<file path="config.mk">
export PLATFORM = sky130hd
export DESIGN_NAME = epoch_seconds_to_bcd_calendar_unit_flat
export DESIGN_NICKNAME = d
export VERILOG_FILES = /design/src/hdl/ecal_pkg.sv /design/src/hdl/ecal_req_if.sv /design/src/hdl/ecal_rsp_if.sv /design/src/hdl/ecal_sub.sv /design/src/hdl/ecal_core.sv /design/src/hdl/epoch_seconds_to_bcd_calendar_unit.sv /design/src/flat_wrapper.sv
export SDC_FILE = /design/constraint.sdc
export NUM_CORES = 1
export LEC_CHECK = 0
export BUFFER_PORTS_ARGS = -buffer_cell sky130_fd_sc_hd__buf_2
export CAP_MARGIN = 0
export CORE_MARGIN = 1.5
export CORE_UTILIZATION = 46
export CTS_CLUSTER_SIZE = 8
export DETAILED_ROUTE_END_ITERATION = 8
export PLACE_DENSITY = 0.65
export SLEW_MARGIN = 30
export SYNTH_ARGS = -nofsm -noshare
export SYNTH_HDL_FRONTEND = slang
export SYNTH_HIERARCHICAL = 1
export SYNTH_SLANG_ARGS = --single-unit
</file>
<file path="constraint.sdc">
create_clock -name clock -period 6.35 [get_ports clock]
set_clock_uncertainty 0.1 [all_clocks]
set_input_delay 1.27 -clock clock [delete_from_list [all_inputs] [get_ports clock]]
set_output_delay 1.27 -clock clock [all_outputs]
set_load 0.1 [all_outputs]
</file>
<file path="src/hdl/ecal_pkg.sv">
// Package for the epoch-seconds to BCD calendar unit.
// Holds the sequencer state type, divisor constants and the calendar and BCD helpers.
// No dependencies; every other file of the block but ecal_rsp_if uses it.
package ecal_pkg;

   localparam int SecWidth = 32;

   typedef logic [SecWidth-1:0] seconds_type;

   typedef enum logic [2:0] {
      ST_IDLE,
      ST_DAY,
      ST_HOUR,
      ST_MIN,
      ST_WDAY,
      ST_YEAR,
      ST_MONTH,
      ST_FINISH
   } state_type;

   localparam seconds_type DAY_DIV  = 32'd86400;
   localparam seconds_type HOUR_DIV = 32'd3600;
   localparam seconds_type MIN_DIV  = 32'd60;
   localparam seconds_type WEEK_DIV = 32'd7;

   // The epoch day was a Thursday.
   localparam logic [15:0] WEEKDAY_OFFSET = 16'd4;

   localparam logic [3:0] LAST_MONTH = 4'd12;
   localparam logic [7:0] LAST_YEAR_OFFSET = 8'd136;
   localparam logic [7:0] OFFSET_OF_2100 = 8'd130;
   localparam logic [7:0] EPOCH_YEAR_MOD100 = 8'd70;

   typedef struct packed {
      logic       valid;
      logic [5:0] sec;
      logic [5:0] min;
      logic [4:0] hour;
      logic [4:0] mday;
      logic [2:0] wday;
      logic [3:0] mon;
      logic [7:0] yoff;
   } core_res_type;

   // Years run from 1970 to 2106 at most, so 2100 is the only year divisible by 4
   // that is not a leap year. The year is 1970 plus the offset.
   function automatic logic is_leap(input logic [7:0] yoff);
      is_leap = (yoff[1:0] == 2'd2) && (yoff != OFFSET_OF_2100);
   endfunction

   function automatic logic [8:0] year_days(input logic leap);
      year_days = leap ? 9'd366 : 9'd365;
   endfunction

   function automatic logic [4:0] month_days(input logic leap, input logic [3:0] mon);
      case (mon) inside
         4'd2:                   month_days = leap ? 5'd29 : 5'd28;
         4'd4, 4'd6, 4'd9, 4'd11: month_days = 5'd30;
         default:                month_days = 5'd31;
      endcase
   endfunction

   // Two-digit packed BCD of a value below 100; the tens digit comes from a
   // multiply by the reciprocal of ten.
   function automatic logic [7:0] to_bcd(input logic [6:0] n);
      logic [14:0] prod;
      logic [3:0]  tens;
      logic [3:0]  ones;
      prod = 15'(n) * 15'd205;
      tens = prod[14:11];
      ones = 4'(n - 7'(7'(tens) * 7'd10));
      to_bcd = {tens, ones};
   endfunction

endpackage

</file>
<file path="src/hdl/ecal_req_if.sv">
// Request channel of the epoch-seconds to BCD calendar unit.
// Carries one word of seconds since the epoch; depends on ecal_pkg.
interface ecal_req_if;
   logic                  valid;
   logic                  ready;
   ecal_pkg::seconds_type seconds;

   modport source(output valid, output seconds, input ready);
   modport sink(input valid, input seconds, output ready);
endinterface

</file>
<file path="src/hdl/ecal_rsp_if.sv">
// Response channel of the epoch-seconds to BCD calendar unit.
// Carries one word of BCD calendar fields and the weekday; no dependencies.
interface ecal_rsp_if;
   logic       valid;
   logic       ready;
   logic [6:0] bcd_second;
   logic [6:0] bcd_minute;
   logic [5:0] bcd_hour;
   logic [5:0] bcd_day;
   logic [2:0] weekday;
   logic [4:0] bcd_month;
   logic [7:0] bcd_year;

   modport source(output valid, output bcd_second, output bcd_minute, output bcd_hour,
                  output bcd_day, output weekday, output bcd_month, output bcd_year,
                  input ready);
   modport sink(input valid, input bcd_second, input bcd_minute, input bcd_hour,
                input bcd_day, input weekday, input bcd_month, input bcd_year,
                output ready);
endinterface

</file>
<file path="src/hdl/ecal_sub.sv">
// Shared compare-and-subtract unit of the calendar sequencer.
// Gives a - b and whether a is at least b; depends on ecal_pkg.
module ecal_sub (
   input  ecal_pkg::seconds_type a,
   input  ecal_pkg::seconds_type b,
   output logic                  ge,
   output ecal_pkg::seconds_type diff
);
   import ecal_pkg::*;

   logic [SecWidth:0] wide;

   assign wide = {1'b0, a} - {1'b0, b};
   assign ge   = ~wide[SecWidth];
   assign diff = wide[SecWidth-1:0];
endmodule

</file>
<file path="src/hdl/ecal_core.sv">
// Sequencer and working registers of the calendar unit.
// Runs divisions, year and month peeling through ecal_sub; depends on ecal_pkg.
module ecal_core (
   input  logic                   clock,
   input  logic                   reset,
   input  logic                   in_valid,
   output logic                   in_ready,
   input  ecal_pkg::seconds_type  in_seconds,
   output ecal_pkg::core_res_type res,
   input  logic                   res_taken
);
   import ecal_pkg::*;

   state_type   state_ff, state_in;
   seconds_type rem_ff, rem_in;
   logic [15:0] quo_ff, quo_in;
   logic [3:0]  cnt_ff, cnt_in;
   logic [15:0] day_ff, day_in;
   logic [4:0]  hour_ff, hour_in;
   logic [5:0]  min_ff, min_in;
   logic [5:0]  sec_ff, sec_in;
   logic [2:0]  wday_ff, wday_in;
   logic [7:0]  yoff_ff, yoff_in;
   logic [3:0]  mon_ff, mon_in;

   seconds_type sub_b;
   seconds_type sub_diff;
   logic        sub_ge;
   logic        leap;
   seconds_type rem_step;
   logic [15:0] quo_step;
   logic        res_valid;

   ecal_sub u_sub (
      .a    (rem_ff),
      .b    (sub_b),
      .ge   (sub_ge),
      .diff (sub_diff)
   );

   assign leap     = is_leap(yoff_ff);
   assign rem_step = sub_ge ? sub_diff : rem_ff;
   assign quo_step = {quo_ff[14:0], sub_ge};

   always_comb begin
      case (state_ff)
         ST_DAY:   sub_b = DAY_DIV << cnt_ff;
         ST_HOUR:  sub_b = HOUR_DIV << cnt_ff;
         ST_MIN:   sub_b = MIN_DIV << cnt_ff;
         ST_WDAY:  sub_b = WEEK_DIV << cnt_ff;
         ST_YEAR:  sub_b = 32'(year_days(leap));
         ST_MONTH: sub_b = 32'(month_days(leap, mon_ff));
         default:  sub_b = '0;
      endcase
   end

   always_comb begin
      state_in = state_ff;
      unique case (state_ff)
         ST_IDLE:   if (in_valid) state_in = ST_DAY;
         ST_DAY:    if (cnt_ff == 4'd0) state_in = ST_HOUR;
         ST_HOUR:   if (cnt_ff == 4'd0) state_in = ST_MIN;
         ST_MIN:    if (cnt_ff == 4'd0) state_in = ST_WDAY;
         ST_WDAY:   if (cnt_ff == 4'd0) state_in = ST_YEAR;
         ST_YEAR:   if (!sub_ge) state_in = ST_MONTH;
         ST_MONTH:  if (mon_ff == LAST_MONTH || !sub_ge) state_in = ST_FINISH;
         ST_FINISH: if (res_taken) state_in = ST_IDLE;
         default:   state_in = ST_IDLE;
      endcase
   end

   always_comb begin
      in_ready  = 1'b0;
      res_valid = 1'b0;
      unique case (state_ff)
         ST_IDLE:   in_ready = 1'b1;
         ST_FINISH: res_valid = 1'b1;
         default: begin
            in_ready  = 1'b0;
            res_valid = 1'b0;
         end
      endcase
   end

   assign res = {res_valid, sec_ff, min_ff, hour_ff, 5'(rem_ff[4:0] + 5'd1), wday_ff,
                 mon_ff, yoff_ff};

   always_comb begin
      rem_in  = rem_ff;
      quo_in  = quo_ff;
      cnt_in  = cnt_ff;
      day_in  = day_ff;
      hour_in = hour_ff;
      min_in  = min_ff;
      sec_in  = sec_ff;
      wday_in = wday_ff;
      yoff_in = yoff_ff;
      mon_in  = mon_ff;
      case (state_ff)
         ST_IDLE: begin
            rem_in  = in_seconds;
            quo_in  = '0;
            cnt_in  = 4'd15;
            yoff_in = '0;
            mon_in  = 4'd1;
         end
         ST_DAY, ST_HOUR, ST_MIN, ST_WDAY: begin
            rem_in = rem_step;
            quo_in = quo_step;
            cnt_in = 4'(cnt_ff - 4'd1);
            if (cnt_ff == 4'd0) begin
               quo_in = '0;
               case (state_ff)
                  ST_DAY: begin
                     day_in = quo_step;
                     cnt_in = 4'd4;
                  end
                  ST_HOUR: begin
                     hour_in = quo_step[4:0];
                     cnt_in  = 4'd5;
                  end
                  ST_MIN: begin
                     min_in = quo_step[5:0];
                     sec_in = rem_step[5:0];
                     rem_in = 32'(day_ff + WEEKDAY_OFFSET);
                     cnt_in = 4'd12;
                  end
                  default: begin
                     wday_in = rem_step[2:0];
                     rem_in  = 32'(day_ff);
                  end
               endcase
            end
         end
         ST_YEAR: begin
            if (sub_ge) begin
               rem_in  = sub_diff;
               yoff_in = 8'(yoff_ff + 8'd1);
            end
         end
         ST_MONTH: begin
            if (mon_ff != LAST_MONTH && sub_ge) begin
               rem_in = sub_diff;
               mon_in = 4'(mon_ff + 4'd1);
            end
         end
         default: begin
            rem_in = rem_ff;
         end
      endcase
   end

   always_ff @(posedge clock) begin
      if (reset) begin
         state_ff <= ST_IDLE;
      end else begin
         state_ff <= state_in;
      end
      rem_ff  <= rem_in;
      quo_ff  <= quo_in;
      cnt_ff  <= cnt_in;
      day_ff  <= day_in;
      hour_ff <= hour_in;
      min_ff  <= min_in;
      sec_ff  <= sec_in;
      wday_ff <= wday_in;
      yoff_ff <= yoff_in;
      mon_ff  <= mon_in;
   end

   // The month peel must stop in December and leave a valid day of month.
   a_month_range: assert property (@(posedge clock) disable iff (reset)
      (state_ff == ST_MONTH || state_ff == ST_FINISH) |-> (mon_ff >= 4'd1 && mon_ff <= LAST_MONTH))
      else $error("month out of range");

   a_year_range: assert property (@(posedge clock) disable iff (reset)
      (state_ff == ST_YEAR || state_ff == ST_MONTH || state_ff == ST_FINISH)
      |-> yoff_ff <= LAST_YEAR_OFFSET)
      else $error("year offset beyond 2106");

   a_mday_range: assert property (@(posedge clock) disable iff (reset)
      state_ff == ST_FINISH |-> rem_ff < 32'd31)
      else $error("day of month out of range");

   a_start: assert property (@(posedge clock) disable iff (reset)
      (state_ff == ST_IDLE && in_valid) |=> (state_ff == ST_DAY && cnt_ff == 4'd15))
      else $error("accepted word did not start the day division");

   a_wday_range: assert property (@(posedge clock) disable iff (reset)
      (state_ff == ST_YEAR || state_ff == ST_MONTH || state_ff == ST_FINISH)
      |-> wday_ff <= 3'd6)
      else $error("weekday out of range");
endmodule

</file>
<file path="src/hdl/epoch_seconds_to_bcd_calendar_unit.sv">
// The unit converts one word of seconds since 1970-01-01 00:00:00 into BCD calendar
// fields and a weekday. One word goes through the divisions by day, hour, minute and
// week, then peels whole years after 1970 (up to 2106), then makes up to 12 month steps
// and then hands the result to the result register. The single 32-bit compare-and-subtract
// unit does every division bit, year and month step in turn. The request side is ready
// only when the sequencer is idle, but a finished result sits in its own register, so
// the next word can be taken while it waits. Depends on ecal_pkg, ecal_req_if,
// ecal_rsp_if, ecal_sub and ecal_core.
module epoch_seconds_to_bcd_calendar_unit (
   input  logic       clock,
   input  logic       reset,
   ecal_req_if.sink   req_chan,
   ecal_rsp_if.source rsp_chan
);
   import ecal_pkg::*;

   core_res_type res;
   logic         res_taken;
   logic         rsp_valid_ff, rsp_valid_in;
   logic [7:0]   year_mod;
   logic [7:0]   year_full;

   logic [6:0] second_ff;
   logic [6:0] minute_ff;
   logic [5:0] hour_ff;
   logic [5:0] day_ff;
   logic [2:0] weekday_ff;
   logic [4:0] month_ff;
   logic [7:0] year_ff;
   logic [7:0] sec_bcd;
   logic [7:0] min_bcd;
   logic [7:0] hour_bcd;
   logic [7:0] day_bcd;
   logic [7:0] mon_bcd;

   ecal_core u_core (
      .clock      (clock),
      .reset      (reset),
      .in_valid   (req_chan.valid),
      .in_ready   (req_chan.ready),
      .in_seconds (req_chan.seconds),
      .res        (res),
      .res_taken  (res_taken)
   );

   assign res_taken = res.valid && (!rsp_valid_ff || rsp_chan.ready);

   always_comb begin
      rsp_valid_in = rsp_valid_ff;
      if (res_taken) begin
         rsp_valid_in = 1'b1;
      end else if (rsp_chan.ready) begin
         rsp_valid_in = 1'b0;
      end
   end

   always_comb begin
      year_full = 8'(EPOCH_YEAR_MOD100 + res.yoff);
      if (year_full >= 8'd200) begin
         year_mod = 8'(year_full - 8'd200);
      end else if (year_full >= 8'd100) begin
         year_mod = 8'(year_full - 8'd100);
      end else begin
         year_mod = year_full;
      end
   end

   assign sec_bcd  = to_bcd(7'(res.sec));
   assign min_bcd  = to_bcd(7'(res.min));
   assign hour_bcd = to_bcd(7'(res.hour));
   assign day_bcd  = to_bcd(7'(res.mday));
   assign mon_bcd  = to_bcd(7'(res.mon));

   always_ff @(posedge clock) begin
      if (reset) begin
         rsp_valid_ff <= 1'b0;
      end else begin
         rsp_valid_ff <= rsp_valid_in;
      end
      if (res_taken) begin
         second_ff  <= sec_bcd[6:0];
         minute_ff  <= min_bcd[6:0];
         hour_ff    <= hour_bcd[5:0];
         day_ff     <= day_bcd[5:0];
         weekday_ff <= res.wday;
         month_ff   <= mon_bcd[4:0];
         year_ff    <= to_bcd(year_mod[6:0]);
      end
   end

   assign rsp_chan.valid      = rsp_valid_ff;
   assign rsp_chan.bcd_second = second_ff;
   assign rsp_chan.bcd_minute = minute_ff;
   assign rsp_chan.bcd_hour   = hour_ff;
   assign rsp_chan.bcd_day    = day_ff;
   assign rsp_chan.weekday    = weekday_ff;
   assign rsp_chan.bcd_month  = month_ff;
   assign rsp_chan.bcd_year   = year_ff;
endmodule
</file>
<file path="src/flat_wrapper.sv">
// flat-port wrapper written by rule: the top's interface ports become plain ports
module epoch_seconds_to_bcd_calendar_unit_flat import ecal_pkg::*;
  (clock, reset, req_chan_valid, req_chan_seconds, req_chan_ready, rsp_chan_valid, rsp_chan_bcd_second, rsp_chan_bcd_minute, rsp_chan_bcd_hour, rsp_chan_bcd_day, rsp_chan_weekday, rsp_chan_bcd_month, rsp_chan_bcd_year, rsp_chan_ready);
  ecal_req_if req_chan_i ();
  ecal_rsp_if rsp_chan_i ();
  input  logic clock;
  input  logic reset;
  input wire logic [$bits(req_chan_i.valid)-1:0] req_chan_valid;
  input wire logic [$bits(req_chan_i.seconds)-1:0] req_chan_seconds;
  output wire logic [$bits(req_chan_i.ready)-1:0] req_chan_ready;
  output wire logic [$bits(rsp_chan_i.valid)-1:0] rsp_chan_valid;
  output wire logic [$bits(rsp_chan_i.bcd_second)-1:0] rsp_chan_bcd_second;
  output wire logic [$bits(rsp_chan_i.bcd_minute)-1:0] rsp_chan_bcd_minute;
  output wire logic [$bits(rsp_chan_i.bcd_hour)-1:0] rsp_chan_bcd_hour;
  output wire logic [$bits(rsp_chan_i.bcd_day)-1:0] rsp_chan_bcd_day;
  output wire logic [$bits(rsp_chan_i.weekday)-1:0] rsp_chan_weekday;
  output wire logic [$bits(rsp_chan_i.bcd_month)-1:0] rsp_chan_bcd_month;
  output wire logic [$bits(rsp_chan_i.bcd_year)-1:0] rsp_chan_bcd_year;
  input wire logic [$bits(rsp_chan_i.ready)-1:0] rsp_chan_ready;
  assign req_chan_i.valid = req_chan_valid;
  assign req_chan_i.seconds = req_chan_seconds;
  assign req_chan_ready = req_chan_i.ready;
  assign rsp_chan_valid = rsp_chan_i.valid;
  assign rsp_chan_bcd_second = rsp_chan_i.bcd_second;
  assign rsp_chan_bcd_minute = rsp_chan_i.bcd_minute;
  assign rsp_chan_bcd_hour = rsp_chan_i.bcd_hour;
  assign rsp_chan_bcd_day = rsp_chan_i.bcd_day;
  assign rsp_chan_weekday = rsp_chan_i.weekday;
  assign rsp_chan_bcd_month = rsp_chan_i.bcd_month;
  assign rsp_chan_bcd_year = rsp_chan_i.bcd_year;
  assign rsp_chan_i.ready = rsp_chan_ready;
  epoch_seconds_to_bcd_calendar_unit u_core (.clock(clock), .reset(reset), .req_chan(req_chan_i), .rsp_chan(rsp_chan_i));
endmodule
</file>
==> metrics.sh, run 1 <==
SYNTH_CELL_TYPES=106
SYNTHSIMPLEGATEAREAFRAC=0.132
CLK-INSERTION-DELAY-LATE_NS=0.44
YOSYSWARNINGCOUNT=6
HPWL_MM=24.7
NUM-FILL-CELLS=2580
SYN_TO_FINAL_GROWTH_PCT=12.9
POSTSYNTH.ASYNCRESETSHARE=0
DRT-INITIAL-DRC-COUNT=789
GRT-OVFL-TOTAL=0
SYNTHMUXAREASHARE=0.0176
FIRST_GLOBAL_VIAS=10400
WORST_SETUP_PATH_END_KIND='flop'
SYNTH_ENABLE_FLOP_CELLS=141
MIN-DELAY-START='u_core/u_core/quo_ff[14]'
MAX_SLEW.WORST_PIN.SLEW_NS=0.893
RSZ0062_AT_GRT='true'
H-TREE-DEPTH=4
ROUTED_WIRELENGTH_MM=32.7
MAX_SLEW_VIOLATIONS=0
HOLD_PATH_DEPTH=0
LAYOUT.CELL_AREA.NON_FILLER_UM2=15400
LEADING_AREA_CONTRIBUTOR_AFTER_SYNTHESIS='sky130_fd_sc_hd__edfxtp_1'
GRT_UTIL_ALL_LAYERS=0.217
CRITICAL_PATH.REG2REG.STARTPOINT='u_core/u_core/yoff_ff[1]'
SYN-CELL-AREA_UM2=13600
STD_CELL_ROWS=62
DIE_WIDTH_UM=175
ANTENNA_NETS_POST_ROUTE=0
SYN_NETS=1656
PLACE.PORT_BUFFERS=79
WORST-ENDPOINT-ARRIVAL_NS=6.34
TRITONCTS='built'
SETUP.WORST_PATH.START_CLASS='flop'
CP_SLOWEST_STAGE_DELAY_NS=0.57
POST_SYNTH_XOR_AREA_FRACTION=0.0593
DRIVE_GT1_FRAC=0.158
YOSYSTOPAREACELLSHARE=0.311
SYNTH_TOP_FAMILY_BY_AREA='adder cells'
DETAIL_ROUTE.DRC_VIOLATIONS=0
SYNTH-COMPOUND-AREA-SHARE=0.188
CP_MAX_FO=6
LAYOUT.CORE_UTILIZATION=0.532
CTS_INSERTED_BUFFERS=17
PIN_COUNT_OF_THE_BIGGEST_NET_ENTERING_GLOBAL_ROUTING=44
FLIP_FLOP_CELL_WITH_THE_HIGHEST_COUNT_AFTER_SYNTHESIS='sky130_fd_sc_hd__edfxtp_1'
CLK_SINKS=145
INITIAL_ANTENNA_VIOLATION_COUNT=0
HOLD_PATH_END='u_core/u_core/day_ff[15]'
CTS.REPORTEDPATHS.CLKPINSLEW_NS=0.07
CLOCKROOTBUFFER='sky130_fd_sc_hd__clkbuf_16'
TIMING.CRITICAL_PATH.REQUIRED_NS=6.42
SYNTH.TOP_CELLS.BY_AREA='sky130_fd_sc_hd__edfxtp_1 31%, sky130_fd_sc_hd__ha_1 18%, sky130_fd_sc_hd__fa_1 4.4%'
LAYOUT_MIN_CYCLE_TIME_NS=6.27
FINALHOLDVIOLATIONS=0
AREA_OF_THE_DIE_UM2=30700
COUNT_OF_MAPPED_CELLS_OUT_OF_SYNTHESIS=1396
TOTALNEGATIVESETUPSLACK_NS=0
REG2REG_TO='u_core/rsp_chan.bcd_year[3]'
TIMING_WORST_SETUP_PATH_TYPE='reg -> reg'
SYNTHADDERAREAFRAC=0.222
HOLD_BUFFERS=0
VIAS_PER_CELL=5.72
CRIT_SLOWEST_CELL='sky130_fd_sc_hd__or4_1'
DIODES=0
WORSTREGTOREGCELLS=25
IO_PINS=80
DIE_Y_UM=175
ROUTE.DETAILED.WL_PER_INST_UM=17.3
FINAL-SETUP-VIOL-COUNT=0
RESULT_OF_THE_RUN='completed'
MIN_PATH_TYPE='reg -> reg'
MAX_SLEW_MARGIN=0.405
VIA_COUNT=10800
MAX_FREQ_MHz=160
SYNTH.YOSYS.SEQ_AREA_SHARE=0.317
COREAREA_UM2=28900
CLOCK_TREE.BUFFER_DEPTH=2
INITIAL_CORE_UTIL=0.471
SYNTH.TOP_CELLS.BY_COUNT='194 x sky130_fd_sc_hd__ha_1, 156 x sky130_fd_sc_hd__inv_1, 141 x sky130_fd_sc_hd__edfxtp_1, 94 x sky130_fd_sc_hd__nor2_1, 87 x sky130_fd_sc_hd__a21oi_1'
TIMING.MAX_CAP.VIOLATIONS=0
MIN_PERIOD_OVER_PERIOD=0.987
GLOBAL_ROUTE_WIRE_LENGTH_BEFORE_REPAIR_MM=53.5
SYN_AREA_PER_CELL_UM2=9.76
TOTAL_NETS_FINAL=1749
YOSYS.CELL_COUNT.TOP_TYPE='sky130_fd_sc_hd__ha_1'
REG2REG_SLACK_NS=0.08
SYNTH-SEQ-CELLS=145
FINALWEIGHTEDCONGESTION=0.927
DRT-PASS1-ITER-COUNT=5
PLACEDINSTANCEAREA_UM2=14600
## repair_timing
action	in CTS	in global routing
endpoints found under the setup margin	1	47
endpoints found under the hold margin	0	0
pin swaps	5	6
gates resized for setup	4	14
buffers inserted	8	2
## sequential cells by signal, summed over array words and instances, names as in the netlist, 5 cells and up
name	cells
u_core/rsp_chan.bcd_day	6
u_core/rsp_chan.bcd_hour	6
u_core/rsp_chan.bcd_minute	7
u_core/rsp_chan.bcd_month	5
u_core/rsp_chan.bcd_second	7
u_core/rsp_chan.bcd_year	8
u_core/u_core/day_ff	16
u_core/u_core/hour_ff	5
u_core/u_core/min_ff	6
u_core/u_core/quo_ff	15
u_core/u_core/rem_ff	32
u_core/u_core/sec_ff	6
u_core/u_core/yoff_ff	8
## layout make-up
class / count / area, um2 / area share
clock inverter: 15 / 210 / 0.0137
timing repair buffer: 129 / 787 / 0.0511
tap: 384 / 480 / 0.0312
inverter: 159 / 597 / 0.0388
sequential: 145 / 4310 / 0.280
multi-input combinational: 1037 / 8580 / 0.557
clock buffer: 17 / 425 / 0.0276
## layout by cell type, fill, tap and decap left out, drive strengths merged, types with 14 or more instances in the layout
cell type and n:
nand4 14, buf 129, edfxtp 141, nor2 97, mux2i 15, a21oi 91, nor3 29, a211oi 24
xnor2 54, a21o 32, nand2 72, and2 38, xor2 34, a221o 16, inv 167, o21ai 65
clkbuf 17, ha 194, nand3 26, fa 30
## per-stage QoR
| step | worst slack (ns) | hold slack, ns | cells |
|---|---|---|---|
| 2_1_floorplan | -0.0575 | 0.300 | 1396 |
| 3_3_place_gp | 0.130 | 0.302 | 1843 |
| 3_5_place_dp | -0.0839 | 0.306 | 1843 |
| 4_1_cts | 0.00457 | 0.317 | 1883 |
| 5_1_grt | -0.214 | 0.344 | 1886 |
| 6_report | 0.0813 | 0.316 | 1886 |
## routing by layer
layer | vias to the layer above | wire (um) | GRT usage
met3 | 41 | 1670 | 0.0335
met5 | - | 0 | 0
met1 | 5139 | 15400 | 0.300
met2 | 329 | 15100 | 0.349
met4 | 0 | 634 | 0.0687
li1 | 5285 | - | -
## worst max path at each step
stage,end,cells after the start,start
final,u_core/rsp_chan.bcd_year[3],25,u_core/u_core/yoff_ff[1]
after global routing,u_core/rsp_chan.bcd_year[3],28,u_core/u_core/yoff_ff[1]
after CTS,u_core/rsp_chan.bcd_year[3],27,u_core/u_core/yoff_ff[1]
after detailed placement,u_core/rsp_chan.bcd_year[3],30,u_core/u_core/yoff_ff[1]
after global placement,u_core/rsp_chan.bcd_year[3],30,u_core/u_core/yoff_ff[1]
after floorplan,u_core/rsp_chan.bcd_year[3],30,u_core/u_core/yoff_ff[1]
## critical path: cells and delay by family, from the launching register on
| kind | cells | cell delay, ns |
|---|---|---|
| fa+ha+maj | 8 | 2.56 |
| flops | 1 | 0.35 |
| simple gates | 3 | 0.82 |
| xor+xnor | 3 | 0.61 |
| compound gates | 6 | 1.14 |
| buf+inv | 5 | 0.41 |
## cell families after synthesis
logic type	Yosys count
AOI/OAI and AO/OA	353
xor gates and xnor gates	89
adders and majority gates	224
buffers and inverters	214
DFF	145
muxes	23
and+or+nand+nor	348
Power of run 1 is not shown: default switching activity piles up to over one toggle a cycle in this logic, so the estimate is an artifact.
==> run 2, diff against run 1 <==
PLACE_DENSITY = 0.66   (was 0.65)
SYNTH_HIERARCHICAL = not set   (was 1)
==> run 2 against run 1 <==
The run now ends with negative setup slack left. Maximum frequency is 3.5% lower. Sequential share of layout area increased by 1.3 points. Synthesized area shrank 6.1%. Global-route usage fell by 0.27 points. Sequential cell count unchanged. Critical path depth up 8. Wire length shrank 9.4%. Via count down 8.2%. Die area down 6.0%. Clock-buffer cell count increased by 1. Core utilization grew 1.1 points. Highest routed layer unchanged.
==> metrics.sh, run 2 <==
GRT_UTIL_ALL_LAYERS=0.214  # was 0.217
TRITONCTS='built'  # unchanged
LEADING_AREA_CONTRIBUTOR_AFTER_SYNTHESIS='sky130_fd_sc_hd__edfxtp_1'  # unchanged
H-TREE-DEPTH=4  # unchanged
SYNTH-SEQ-CELLS=145  # unchanged
DRT-INITIAL-DRC-COUNT=802  # was 789
DRT-PASS1-ITER-COUNT=6  # was 5
SYNTH.TOP_CELLS.BY_AREA='sky130_fd_sc_hd__edfxtp_1 33%, sky130_fd_sc_hd__ha_1 19%, sky130_fd_sc_hd__fa_1 4.7%'  # was sky130_fd_sc_hd__edfxtp_1 31%, sky130_fd_sc_hd__ha_1 18%, sky130_fd_sc_hd__fa_1 4.4%
CLK-INSERTION-DELAY-LATE_NS=0.44  # about the same
STD_CELL_ROWS=60  # was 62
AREA_OF_THE_DIE_UM2=28800  # was 30700 um2
HPWL_MM=22.3  # was 24.7 mm
WORST-PATH-BUF-INV=8  # was 5
TIMING.CRITICAL_PATH.REQUIRED_NS=6.43  # was 6.42 ns
TIMING_WORST_SETUP_PATH_TYPE='reg -> reg'  # unchanged
FINALWEIGHTEDCONGESTION=0.922  # was 0.927
REG2REG_SLACK_NS=-0.15  # was 0.08 ns
NUM-FILL-CELLS=2415  # was 2580
CRITICAL_PATH.REG2REG.STARTPOINT='u_core.u_core.yoff_ff[1]'  # was u_core/u_core/yoff_ff[1]
ROUTE.DETAILED.WL_PER_INST_UM=16.5  # was 17.3 um
CLK_SINKS=145  # unchanged
SETUP_SLACK_NS=-0.148  # was 0.0813 ns
SYN_AREA_PER_CELL_UM2=9.77  # was 9.76 um2
CP_MAX_FO=4  # was 6
TOTAL_NETS_FINAL=1679  # was 1749
YOSYSTOPAREACELLSHARE=0.331  # was 0.311
YOSYSWARNINGCOUNT=0  # was 6
VIAS_PER_CELL=5.50  # was 5.72
MAX_SLEW.WORST_PIN.SLEW_NS=1.01  # was 0.893 ns
SYNTH_ENABLE_FLOP_CELLS=141  # unchanged
REG2REG_TO='u_core.rsp_chan.bcd_year[3]'  # was u_core/rsp_chan.bcd_year[3]
RSZ0062_AT_GRT='true'  # unchanged
SYN_NETS=1571  # was 1656
PLACE.PORT_BUFFERS=79  # unchanged
COREAREA_UM2=27100  # was 28900 um2
DIODES=0  # unchanged
MAX_SLEW_MARGIN=0.329  # was 0.405
TIMING.CRITICAL_PATH.MODE_CELL='sky130_fd_sc_hd__inv_2'
TIMING.MAX_CAP.VIOLATIONS=0  # unchanged
CLOCK_TREE.BUFFER_DEPTH=2  # unchanged
LAYOUT_MIN_CYCLE_TIME_NS=6.50  # was 6.27 ns
POSTSYNTH.ASYNCRESETSHARE=0  # unchanged
CP_SLOWEST_STAGE_DELAY_NS=0.49  # was 0.57 ns
WORSTREGTOREGCELLS=33  # was 25
LAYOUT.CELLS.MOST_COMMON_LIST='188 x sky130_fd_sc_hd__ha_1, 141 x sky130_fd_sc_hd__edfxtp_1, 115 x sky130_fd_sc_hd__inv_1'  # was 192 x sky130_fd_sc_hd__ha_1, 156 x sky130_fd_sc_hd__inv_1, 141 x sky130_fd_sc_hd__edfxtp_1
ROUTED_WIRELENGTH_MM=29.6  # was 32.7 mm
TOP_REGISTER='u_core.u_core.rem_ff'  # was u_core/u_core/rem_ff
REG_TOP3='u_core.u_core.rem_ff: 32 flops, u_core.u_core.day_ff: 16 flops, u_core.u_core.quo_ff: 15 flops'  # was u_core/u_core/rem_ff: 32 flops, u_core/u_core/day_ff: 16 flops, u_core/u_core/quo_ff: 15 flops
YOSYS.CELL_COUNT.TOP_TYPE='sky130_fd_sc_hd__ha_1'  # unchanged
GLOBAL_ROUTE_WIRE_LENGTH_BEFORE_REPAIR_MM=48.9  # was 53.5 mm
ANTENNA_NETS_POST_ROUTE=0  # unchanged
DIE_Y_UM=170  # was 175 um
HOLD_SLACK_NS=0.328  # was 0.316 ns
MAX_FREQ_MHz=154  # was 160 MHz
INITIAL_ANTENNA_VIOLATION_COUNT=0  # unchanged
FINAL-SETUP-VIOL-COUNT=1  # was 0
WORST-ENDPOINT-ARRIVAL_NS=6.58  # was 6.34 ns
CRITPATHTOPFAMILY='adder cells'  # unchanged
INITIAL_CORE_UTIL=0.472  # was 0.471
FLIP_FLOP_CELL_WITH_THE_HIGHEST_COUNT_AFTER_SYNTHESIS='sky130_fd_sc_hd__edfxtp_1'  # unchanged
FIRST_GLOBAL_VIAS=9764  # was 10400
WORST_SETUP_PATH_END_KIND='flop'  # unchanged
FINAL_COMMON_CELL='sky130_fd_sc_hd__ha_1'  # unchanged
SYNTH.YOSYS.SEQ_AREA_SHARE=0.337  # was 0.317
MIN_PERIOD_OVER_PERIOD=1.02  # was 0.987
SETUP.WORST_PATH.START_CLASS='flop'  # unchanged
COUNT_OF_MAPPED_CELLS_OUT_OF_SYNTHESIS=1310  # was 1396
RESULT_OF_THE_RUN='complete, but fails checks'  # was completed
MAX_SLEW_VIOLATIONS=0  # unchanged
CTS_INSERTED_BUFFERS=17  # unchanged
DETAIL_ROUTE.DRC_VIOLATIONS=0  # unchanged
VIOLATIONS='negative setup slack'
FINALHOLDVIOLATIONS=0  # unchanged
LARGEST_REG_FLOPS=32  # unchanged
SYN_TO_FINAL_GROWTH_PCT=15.0  # was 12.9%
SYNTH.TOP_CELLS.BY_COUNT='195 x sky130_fd_sc_hd__ha_1, 141 x sky130_fd_sc_hd__edfxtp_1, 122 x sky130_fd_sc_hd__inv_1, 99 x sky130_fd_sc_hd__o21ai_0, 94 x sky130_fd_sc_hd__nor2_1'  # was 194 x sky130_fd_sc_hd__ha_1, 156 x sky130_fd_sc_hd__inv_1, 141 x sky130_fd_sc_hd__edfxtp_1, 94 x sky130_fd_sc_hd__nor2_1, 87 x sky130_fd_sc_hd__a21oi_1
SYNTH_CELL_TYPES=82  # was 106
GRT-OVFL-TOTAL=0  # unchanged
IO_PINS=80  # unchanged
VIA_COUNT=9911  # was 10800
DRIVE_GT1_FRAC=0.172  # was 0.158
CRIT_SLOWEST_CELL='sky130_fd_sc_hd__fa_1'  # was sky130_fd_sc_hd__or4_1
MIN_PATH_TYPE='reg -> reg'  # unchanged
HOLD_PATH_END='u_core.u_core.day_ff[15]'  # was u_core/u_core/day_ff[15]
HOLD_PATH_DEPTH=0  # unchanged
MIN-DELAY-START='u_core.u_core.quo_ff[14]'  # was u_core/u_core/quo_ff[14]
PIN_COUNT_OF_THE_BIGGEST_NET_ENTERING_GLOBAL_ROUTING=43  # was 44
DIE_WIDTH_UM=170  # was 175 um
SYN-CELL-AREA_UM2=12800  # was 13600 um2
CLOCKROOTBUFFER='sky130_fd_sc_hd__clkbuf_16'  # unchanged
CTS.REPORTEDPATHS.CLKPINSLEW_NS=0.07  # about the same
## run 2: routing by layer
layer | global-route usage | up-vias | wire, um
met5 | 0 | - | 0
met4 | 0.0619 | 0 | 552
met3 | 0.0315 | 34 | 1450
met2 | 0.355 | 254 | 13700
met1 | 0.291 | 4679 | 13900
li1 | - | 4944 | -
## run 2: worst max-delay path by stage
stage | cells after the start | startpoint | slack [ns] | endpoint
4_1_cts | 32 | u_core.u_core.yoff_ff[1] | -0.11 | u_core.rsp_chan.bcd_year[3]
2_1_floorplan | 32 | u_core.u_core.yoff_ff[1] | -0.34 | u_core.rsp_chan.bcd_year[3]
3_5_place_dp | 30 | u_core.u_core.yoff_ff[2] | -0.28 | u_core.rsp_chan.bcd_year[3]
6_report | 33 | u_core.u_core.yoff_ff[1] | -0.15 | u_core.rsp_chan.bcd_year[3]
5_1_grt | 34 | u_core.u_core.yoff_ff[1] | -0.38 | u_core.rsp_chan.bcd_year[3]
3_3_place_gp | 30 | u_core.u_core.yoff_ff[2] | -0.15 | u_core.rsp_chan.bcd_year[3]
## run 2: through the flow
step / util / setup slack, ns / TNS, ns / cells / area (um2)
finish: 0.543 / -0.148 / -0.148 / 1802 / 14700
global route: 0.543 / -0.381 / -0.500 / 1802 / 14700
CTS: 0.540 / -0.114 / -0.114 / 1800 / 14600
detailed placement: 0.516 / -0.282 / -0.369 / 1761 / 14000
global placement: 0.516 / -0.152 / -0.152 / 1761 / 14000
floorplan: - / -0.345 / -0.345 / 1310 / 12900
## run 2: layout make-up
class,instances,area [um2],share of cell area
inverter,124,468,0.0318
clock inverter,13,135,0.00919
sequential,145,4310,0.293
timing repair buffer,141,886,0.0602
tap,372,465,0.0316
clock buffer,18,429,0.0292
multi-input combinational,989,8010,0.545
## run 2: worst register-to-register path, delay by kind of cell, from the launching register on
kind	cells	cell delay (ns)
adder cells (fa/ha/maj)	7	2.15
AND/OR/NAND/NOR	7	0.84
XOR/XNOR	6	0.79
multiplexers	2	0.47
flip-flops	1	0.40
AO/OA/AOI/OAI	3	0.84
buffers and inverters	8	0.65
## run 2: logic make-up after synthesis
family / Yosys count / synth area share
simple gates: 343 / 0.130
compound gates: 319 / 0.167
fa+ha+maj: 225 / 0.238
buf+inv: 176 / 0.0550
flops: 145 / 0.337
xor+xnor: 82 / 0.0561
mux: 20 / 0.0167
## run 2: what timing repair did
item | in CTS | in global routing
pin swaps | 18 | 5
gates cloned | 0 | 0
setup buffers | 8 | 2
endpoints found under the setup margin | 2 | 3
resized for setup | 7 | 12
hold buffers | 0 | 0
Power of run 2 is left out for the same reason.
